**config.mk**
```make
export PLATFORM = sky130hd
export DESIGN_NAME = led_mode_blink_burst_controller
export DESIGN_NICKNAME = d
export VERILOG_FILES = /design/src/rtl/core/lmbc_pkg.sv /design/src/rtl/core/led_mode_blink_burst_controller.sv /design/src/rtl/core/lmbc_led_cell.sv
export SDC_FILE = /design/constraint.sdc
export NUM_CORES = 2
export LEC_CHECK = 0
export ABC_CLOCK_PERIOD_IN_PS = 5300
export BUFFER_PORTS_ARGS = -buffer_cell sky130_fd_sc_hd__buf_2
export CAP_MARGIN = 20
export CELL_PAD_IN_SITES_DETAIL_PLACEMENT = 0
export CELL_PAD_IN_SITES_GLOBAL_PLACEMENT = 1
export CORE_MARGIN = 8
export CORE_UTILIZATION = 40
export DETAILED_ROUTE_END_ITERATION = 10
export PLACE_DENSITY = 0.79
export REMOVE_ABC_BUFFERS = 1
export SETUP_SLACK_MARGIN = 0.1
export SLEW_MARGIN = 20
export SYNTH_ARGS = -nofsm -noshare
export SYNTH_HDL_FRONTEND = slang
export SYNTH_SLANG_ARGS = --single-unit
```
**constraint.sdc**
```tcl
create_clock -name clock -period 5.3 [get_ports clock]
set_clock_uncertainty 0.05 [all_clocks]
set_input_delay 0.53 -clock clock [delete_from_list [all_inputs] [get_ports clock]]
set_output_delay 0.53 -clock clock [all_outputs]
set_load 0.01 [all_outputs]
```
**src/rtl/core/lmbc_pkg.sv**
```systemverilog
// Shared types and constants for the LED blink/burst controller.
// Depends on nothing; every module of the controller imports it.
`timescale 1ns / 1ps
`default_nettype none

package lmbc_pkg;

   localparam int OP_W = 3;
   localparam int IDX_W = 3;
   localparam int MS_W = 13;
   localparam int TICK_W = 8;
   localparam int BITS_W = 8;
   localparam int LED_COUNT_DEF = 8;
   localparam logic [TICK_W-1:0] TICK_RESET = 8'd8;

   // Operation codes. The same encoding serves as an LED's mode, where
   // OP_TICK stands for "no mode yet" and OP_TOGGLE never occurs.
   typedef enum logic [OP_W-1:0] {
      OP_TICK   = 3'd0,
      OP_OFF    = 3'd1,
      OP_ON     = 3'd2,
      OP_BLINK  = 3'd3,
      OP_TOGGLE = 3'd4,
      OP_BURST  = 3'd5
   } op_type;

   // Broadcast from the pipeline to every LED cell for the item in work.
   typedef struct packed {
      logic               step;
      logic [OP_W-1:0]    operation;
      logic [IDX_W-1:0]   led_index;
      logic [MS_W-1:0]    millis_value;
   } led_ctl_type;

endpackage

`default_nettype wire

```
**src/rtl/core/led_mode_blink_burst_controller.sv**
```systemverilog
// LED blink/burst controller top level: input register, LED cells, result register.
// Depends on lmbc_pkg and lmbc_led_cell.
`timescale 1ns / 1ps
`default_nettype none

// Takes one item per clock cycle while req_ready is high and returns one result
// item per item: the item waits in an input register, is applied to all LED
// cells in parallel when it moves on, and the light bitmap is held in a result
// register until taken. req_ready drops only when both registers hold an item
// that cannot move on. A tick item applies every LED's pending command and then
// moves its blink or burst countdown by csr_tick_ms; a command item only latches
// that LED's pending command. csr_tick_ms may be written at any cycle that the
// block is idle, and resets to 8.
module led_mode_blink_burst_controller #(
   parameter int LED_COUNT = lmbc_pkg::LED_COUNT_DEF
) (
   input  wire logic                          clock,
   input  wire logic                          reset,
   input  wire logic                          req_valid,
   output logic                               req_ready,
   input  wire logic [lmbc_pkg::OP_W-1:0]     req_operation,
   input  wire logic [lmbc_pkg::IDX_W-1:0]    req_led_index,
   input  wire logic [lmbc_pkg::MS_W-1:0]     req_millis_value,
   output logic                               rsp_valid,
   input  wire logic                          rsp_ready,
   output logic [lmbc_pkg::BITS_W-1:0]        rsp_light_bits,
   input  wire logic                          csr_valid,
   output logic                               csr_ready,
   input  wire logic [lmbc_pkg::TICK_W-1:0]   csr_tick_ms
);
   import lmbc_pkg::*;

   logic                  in_valid_ff, in_valid_in;
   logic [OP_W-1:0]       in_op_ff;
   logic [IDX_W-1:0]      in_idx_ff;
   logic [MS_W-1:0]       in_ms_ff;
   logic                  rsp_valid_ff, rsp_valid_in;
   logic [BITS_W-1:0]     rsp_bits_ff, rsp_bits_in;
   logic [TICK_W-1:0]     tick_ms_ff;
   logic                  move;
   logic                  req_take;
   led_ctl_type           ctl;
   logic [LED_COUNT-1:0]  lit_next;

   assign move = in_valid_ff && (!rsp_valid_ff || rsp_ready);
   assign req_ready = !in_valid_ff || move;
   assign req_take = req_valid && req_ready;
   assign in_valid_in = req_take || (in_valid_ff && !move);
   assign rsp_valid_in = move || (rsp_valid_ff && !rsp_ready);
   assign csr_ready = 1'b1;

   assign ctl.step = move;
   assign ctl.operation = in_op_ff;
   assign ctl.led_index = in_idx_ff;
   assign ctl.millis_value = in_ms_ff;

   for (genvar g = 0; g < LED_COUNT; g++) begin : g_led
      lmbc_led_cell #(
         .LED_ID(g)
      ) u_cell (
         .clock    (clock),
         .reset    (reset),
         .ctl      (ctl),
         .tick_ms  (tick_ms_ff),
         .lit_next (lit_next[g])
      );
   end

   // Only the first eight LEDs show in the bitmap.
   for (genvar b = 0; b < BITS_W; b++) begin : g_bits
      if (b < LED_COUNT) begin : g_used
         assign rsp_bits_in[b] = lit_next[b];
      end else begin : g_unused
         assign rsp_bits_in[b] = 1'b0;
      end
   end

   always_ff @(posedge clock) begin
      if (reset) begin
         in_valid_ff <= 1'b0;
         rsp_valid_ff <= 1'b0;
         tick_ms_ff <= TICK_RESET;
      end else begin
         in_valid_ff <= in_valid_in;
         rsp_valid_ff <= rsp_valid_in;
         if (csr_valid && csr_ready) tick_ms_ff <= csr_tick_ms;
      end
   end

   always_ff @(posedge clock) begin
      if (req_take) begin
         in_op_ff <= req_operation;
         in_idx_ff <= req_led_index;
         in_ms_ff <= req_millis_value;
      end
      if (move) rsp_bits_ff <= rsp_bits_in;
   end

   assign rsp_valid = rsp_valid_ff;
   assign rsp_light_bits = rsp_bits_ff;

   // A command item only latches a pending command, so the lights stay as
   // they were shown for the previous item.
   a_cmd_keeps_lights: assert property (@(posedge clock) disable iff (reset)
      (move && in_op_ff != OP_TICK) |=> (rsp_light_bits == $past(rsp_bits_in) &&
         ($past(rsp_bits_in) == $past(rsp_light_bits) || !$past(rsp_valid_ff)
          || $past(rsp_ready))))
      else $error("command item changed the light bitmap");

   // An item held in the input register is never dropped while stalled.
   a_input_held: assert property (@(posedge clock) disable iff (reset)
      (in_valid_ff && !move) |=> (in_valid_ff && $stable(in_op_ff)
         && $stable(in_idx_ff) && $stable(in_ms_ff)))
      else $error("stalled item left the input register");

   // A configuration write lands in the tick register.
   a_csr_write: assert property (@(posedge clock) disable iff (reset)
      (csr_valid && csr_ready) |=> (tick_ms_ff == $past(csr_tick_ms)))
      else $error("tick register did not take the written value");

   // Each moved item produces exactly one result in the next cycle.
   a_move_gives_result: assert property (@(posedge clock) disable iff (reset)
      move |=> rsp_valid_ff)
      else $error("item moved without a result");

endmodule

`default_nettype wire

```
**src/rtl/core/lmbc_led_cell.sv**
```systemverilog
// State and update logic of one LED: pending command, mode, countdown, light.
// Depends on lmbc_pkg.
`timescale 1ns / 1ps
`default_nettype none

module lmbc_led_cell #(
   parameter int LED_ID = 0
) (
   input  wire logic                          clock,
   input  wire logic                          reset,
   input  wire lmbc_pkg::led_ctl_type         ctl,
   input  wire logic [lmbc_pkg::TICK_W-1:0]   tick_ms,
   output logic                               lit_next
);
   import lmbc_pkg::*;

   localparam logic [5:0] ID = 6'(LED_ID);

   op_type                pend_code_ff, pend_code_in;
   logic [MS_W-1:0]       pend_ms_ff, pend_ms_in;
   op_type                mode_ff, mode_in;
   logic [MS_W-1:0]       period_ff, period_in;
   logic [MS_W-1:0]       left_ff, left_in;
   logic                  lit_ff, lit_in;

   op_type                cmd_op;
   logic                  cmd_we;
   logic                  is_tick;
   logic [MS_W-1:0]       tick_ext;

   assign cmd_op = op_type'(ctl.operation);
   assign is_tick = ctl.step && (cmd_op == OP_TICK);
   assign cmd_we = ctl.step && (cmd_op inside {OP_OFF, OP_ON, OP_BLINK, OP_TOGGLE, OP_BURST})
                   && ({3'b000, ctl.led_index} == ID);
   assign tick_ext = {{(MS_W-TICK_W){1'b0}}, tick_ms};

   always_comb begin
      pend_code_in = pend_code_ff;
      pend_ms_in = pend_ms_ff;
      mode_in = mode_ff;
      period_in = period_ff;
      left_in = left_ff;
      lit_in = lit_ff;
      if (cmd_we) begin
         pend_code_in = cmd_op;
         pend_ms_in = (cmd_op == OP_BLINK || cmd_op == OP_BURST) ? ctl.millis_value
                                                                  : '0;
      end else if (is_tick) begin
         // First apply the pending command.
         if (pend_code_ff != OP_TICK) begin
            pend_code_in = OP_TICK;
            pend_ms_in = '0;
            if (pend_code_ff == mode_ff) begin
               if (pend_code_ff == OP_BLINK) begin
                  period_in = pend_ms_ff;
                  if (pend_ms_ff < left_ff) left_in = pend_ms_ff;
               end else if (pend_code_ff == OP_BURST) begin
                  left_in = pend_ms_ff;
               end
            end else begin
               case (pend_code_ff)
                  OP_OFF: begin
                     lit_in = 1'b0;
                     mode_in = OP_OFF;
                  end
                  OP_ON: begin
                     lit_in = 1'b1;
                     mode_in = OP_ON;
                  end
                  OP_BLINK: begin
                     period_in = pend_ms_ff;
                     left_in = pend_ms_ff;
                     mode_in = OP_BLINK;
                  end
                  OP_BURST: begin
                     left_in = pend_ms_ff;
                     mode_in = OP_BURST;
                  end
                  OP_TOGGLE: begin
                     // The mode settles on the steady state that was reached.
                     lit_in = ~lit_ff;
                     mode_in = lit_ff ? OP_OFF : OP_ON;
                  end
                  default: begin
                     mode_in = mode_ff;
                  end
               endcase
            end
         end
         // Then advance the countdown.
         if (mode_in == OP_BLINK) begin
            if (left_in >= tick_ext) begin
               left_in = left_in - tick_ext;
            end else begin
               left_in = period_in;
               lit_in = ~lit_in;
            end
         end else if (mode_in == OP_BURST) begin
            if (left_in >= tick_ext) begin
               left_in = left_in - tick_ext;
               lit_in = 1'b1;
            end else begin
               lit_in = 1'b0;
               mode_in = OP_OFF;
            end
         end
      end
   end

   assign lit_next = lit_in;

   always_ff @(posedge clock) begin
      if (reset) begin
         pend_code_ff <= OP_TICK;
         pend_ms_ff <= '0;
         mode_ff <= OP_TICK;
         period_ff <= '0;
         left_ff <= '0;
         lit_ff <= 1'b0;
      end else begin
         pend_code_ff <= pend_code_in;
         pend_ms_ff <= pend_ms_in;
         mode_ff <= mode_in;
         period_ff <= period_in;
         left_ff <= left_in;
         lit_ff <= lit_in;
      end
   end

endmodule

`default_nettype wire
```
==> results_dict.tcl <==
set metrics [dict create \
    setup.worst_path.end_class "flip-flop" \
    ys_ff_latch 405 \
    cts.sinks 405 \
    ctsHoldBuffers 0 \
    start_util 0.405 \
    drtAntennaViolNets 0 \
    die_y_microns 280 \
    core-area_sq_um 68800 \
    ys_warn_count 0 \
    worst-path-max-fanout 28 \
    numCtsBuffers 48 \
    hp-start "req_millis_value[8]" \
    synth_cell_types 104 \
    path_buf_inv 3 \
    routedWlPerCell_microns 20.3 \
    clkSlewWorstSetupHoldPaths_ns 0.06 \
    hold_viol_final 0 \
    status "finished clean" \
    grt_pass1_wl_mm 149 \
    pre_cts_ws_ns 0.139 \
    required_ns 5.59 \
    synth_flop_cell "dfxtp_1" \
    power_density_nw_per_um2 238 \
    drtIter0Drc 2341 \
    critPathKind "reg -> reg" \
    grt-ovfl-total 0 \
    dr.pass1.iters 5 \
    start_kind "flip-flop" \
    area_growth_pct 13.2 \
    io_pins 43 \
    slew_headroom 0.146 \
    setup_viol 0 \
    vdd_drop_max_mv 0.205 \
    post-route-min-period_ns 4.92 \
    clock_latency_ns 0.60 \
    final.setup.worst_slack_ns 0.379 \
    synth_seq_area_share 0.301 \
    die_w_microns 280 \
    globalplace.congestion 0.934 \
    use_met2 0.357 \
    drive_above_1_share 0.110 \
    final_core_utilization 0.458 \
    final_nets 3931 \
    crit_slowest_cell "or4_1" \
    grt_setup_unrepaired "yes" \
    vias 27603 \
    worst_pin_slew_ns 1.28 \
    crit_start "g_led[3].u_cell.left_ff[4]$_SDFFE_PP0P_" \
    h-tree-depth 2 \
    synth_area_per_cell_sq_um 7.52 \
    use_met3 0.0325 \
    top_usage_layer "met2" \
    path_cells "inv_1, ha_1, or4_1, a21oi_2, a2111oi_4, or2_2, a21oi_2, buf_12, nand2_1, o21ai_0, ha_1, nor2b_1, o21ai_1, a21boi_1, o31ai_2, a21oi_1, nor3b_2, and4bb_1, buf_12, nor2b_1, mux2i_1, o22a_1" \
    cp.arrival_ns 5.21 \
    fin_crit_sh 0.929 \
    use_met1 0.337 \
    synth_cells 3707 \
    cts_buffer_depth 3 \
    synthArstFlopShare 0 \
    antenna_found_initial 6 \
    drv_cap 0 \
    power_leakage_uw 0.0119 \
    synth_area_sq_um 27900 \
    cts_tree "built" \
    fmax_mhz 203 \
    min_path_type "in -> reg" \
    track_usage 0.234 \
    nFillCells 6908 \
    via_per_inst 5.87 \
    first_global_vias 25850 \
    slew_violations 0 \
    cts_root_buf "clkbuf_16" \
    grt_start_max_net_pins 164 \
    die-area_sq_um 78400 \
    wl_mm 95.5 \
    drcViolationCount 0 \
    cpPeakStageDelay_ns 0.52 \
    core.rowCount 96 \
    synth-edff-count 27 \
    r2r-start "g_led[3].u_cell.left_ff[4]$_SDFFE_PP0P_" \
    dpl.hpwl_mm 64.2 \
    cp_top_family "simple AND/OR/NAND/NOR gates" \
    portBuffers 41 \
]
-- per-layer routing --
layer / share of wire / wire [microns]
met5: 0.00018 / 17
met4: 0.031 / 2990
met3: 0.072 / 6890
met2: 0.43 / 40700
met1: 0.47 / 44900
-- synthesized netlist by cell type, drive strengths merged (12+ instances only) --
cell     instances  area share
nor4            16      0.0044
a21o            40       0.011
nand3           76       0.014
o21ai          183       0.033
nand4           28      0.0065
a211oi          43       0.012
o22ai           16      0.0036
o21a            25      0.0070
nor3            89       0.017
nand2          615       0.083
o31a            15      0.0047
and2            37      0.0083
a311oi          26      0.0091
ha             160       0.072
and3            32      0.0072
a221oi          26      0.0086
nor2b           51       0.011
nor3b           13      0.0039
or2             20      0.0046
edfxtp          27       0.029
clkbuf         198       0.027
xnor2           48       0.015
a2111oi         17      0.0067
xor2            32       0.011
o31ai           21      0.0057
a21boi          12      0.0032
a32o            27      0.0097
buf             40      0.0082
dfxtp          378        0.27
o211ai          47       0.013
a22oi          113       0.030
mux2i           85       0.031
a31oi           64       0.014
a21oi          332       0.060
or3             34      0.0076
nand2b          35      0.0079
inv            156       0.021
nor2           362       0.049
mux2            20      0.0082
-- layout make-up --
type | count | area, sq um | share of cell area
Multi-Input combinational cell | 2906 | 18100 | 0.575
Sequential cell | 405 | 8380 | 0.266
Timing Repair Buffer | 212 | 1600 | 0.0508
Clock buffer | 63 | 1400 | 0.0444
Tap cell | 931 | 1160 | 0.0369
Inverter | 158 | 593 | 0.0188
Clock inverter | 23 | 262 | 0.00829
Antenna cell | 1 | 2.50 | 0.0000793
-- cell families (layout without fill, tap and decap cells) --
kind of cell,count (synthesis),after routing,synth area share
AND/OR/NAND/NOR,1447,1447,0.236
buffers and inverters,396,456,0.0562
XOR/XNOR,80,80,0.0260
adder cells (fa/ha/maj),168,168,0.0776
flip-flops,405,405,0.301
other,1,2,0.000135
multiplexers,105,105,0.0388
AO/OA/AOI/OAI,1105,1105,0.264
-- worst reg2reg max path, stage by stage, from the launching register on --
cell	delay (ns)
dfxtp_1	0.34
inv_1	0.06
ha_1	0.21
or4_1	0.52
a21oi_2	0.18
a2111oi_4	0.10
or2_2	0.36
a21oi_2	0.20
buf_12	0.16
nand2_1	0.05
o21ai_0	0.14
ha_1	0.31
nor2b_1	0.14
o21ai_1	0.17
a21boi_1	0.14
o31ai_2	0.28
a21oi_1	0.13
nor3b_2	0.24
and4bb_1	0.28
buf_12	0.19
nor2b_1	0.15
mux2i_1	0.11
o22a_1	0.18
-- sequential cells by signal, summed over array words and instances (netlist names), 8 cells and up --
register / cells
g_led.u_cell.mode_ff: 24
g_led.u_cell.lit_ff: 8
g_led.u_cell.period_ff: 104
tick_ms_ff: 8
g_led.u_cell.pend_code_ff: 24
rsp_light_bits: 8
in_ms_ff: 13
g_led.u_cell.pend_ms_ff: 104
g_led.u_cell.left_ff: 104
-- worst paths after layout --
kind / end / depth (start not counted) / slack [ns]
max: rsp_light_bits[3]$_DFFE_PP_ / 22 / 0.38
min reg2reg: g_led[7].u_cell.period_ff[1]$_SDFFE_PP0P_ / 2 / 0.40
min: in_ms_ff[8]$_DFFE_PP_ / 1 / 0.05
max reg2reg: rsp_light_bits[3]$_DFFE_PP_ / 22 / 0.38
-- what timing repair did --
| action | 4_1_cts | 5_1_grt |
|---|---|---|
| setup buffers | 0 | 3 |
| resized for setup | 1 | 42 |
| setup endpoints to repair | 1 | 81 |
| pin swaps | 0 | 6 |
-- where the power goes --
part	switching, uW	internal, uW
combinational	562	295
clock	1420	2100
sequential	28.4	3110
total	2010	5500
-- cells in the final DEF, fill, tap and decap left out, drive strengths merged, types with 17 or more instances in the layout --
master	synthesis	routed
o31ai	21	21
a221oi	26	26
xor2	32	32
a21o	40	40
o21a	25	25
clkbuf	198	63
nor3	89	89
or2	20	20
xnor2	48	48
and3	32	32
ha	160	160
nand2	615	615
nor2b	51	51
or3	34	34
o21ai	183	183
and2	37	37
a22oi	113	113
o211ai	47	47
a211oi	43	43
a21oi	332	332
nand2b	35	35
edfxtp	27	27
nand3	76	76
a32o	27	27
nor2	362	362
inv	156	158
mux2	20	20
a2111oi	17	17
mux2i	85	85
a311oi	26	26
a31oi	64	64
clkinv	2	17
dfxtp	378	378
buf	40	212
nand4	28	28
-- stage by stage --
stage	instance area [sq um]	hold slack [ns]	TNS, ns	instances	total power, uW
floorplan	26900	0.376	-23.30	3469	3680
global placement	29700	0.387	0	4609	4030
detailed placement	29700	0.394	0	4609	4030
CTS	31400	0.0169	0	4695	7570
global route	31600	0.0316	0	4698	7780
finish	31600	0.0521	0	4699	7510
Power figures use the tool's default switching activity.
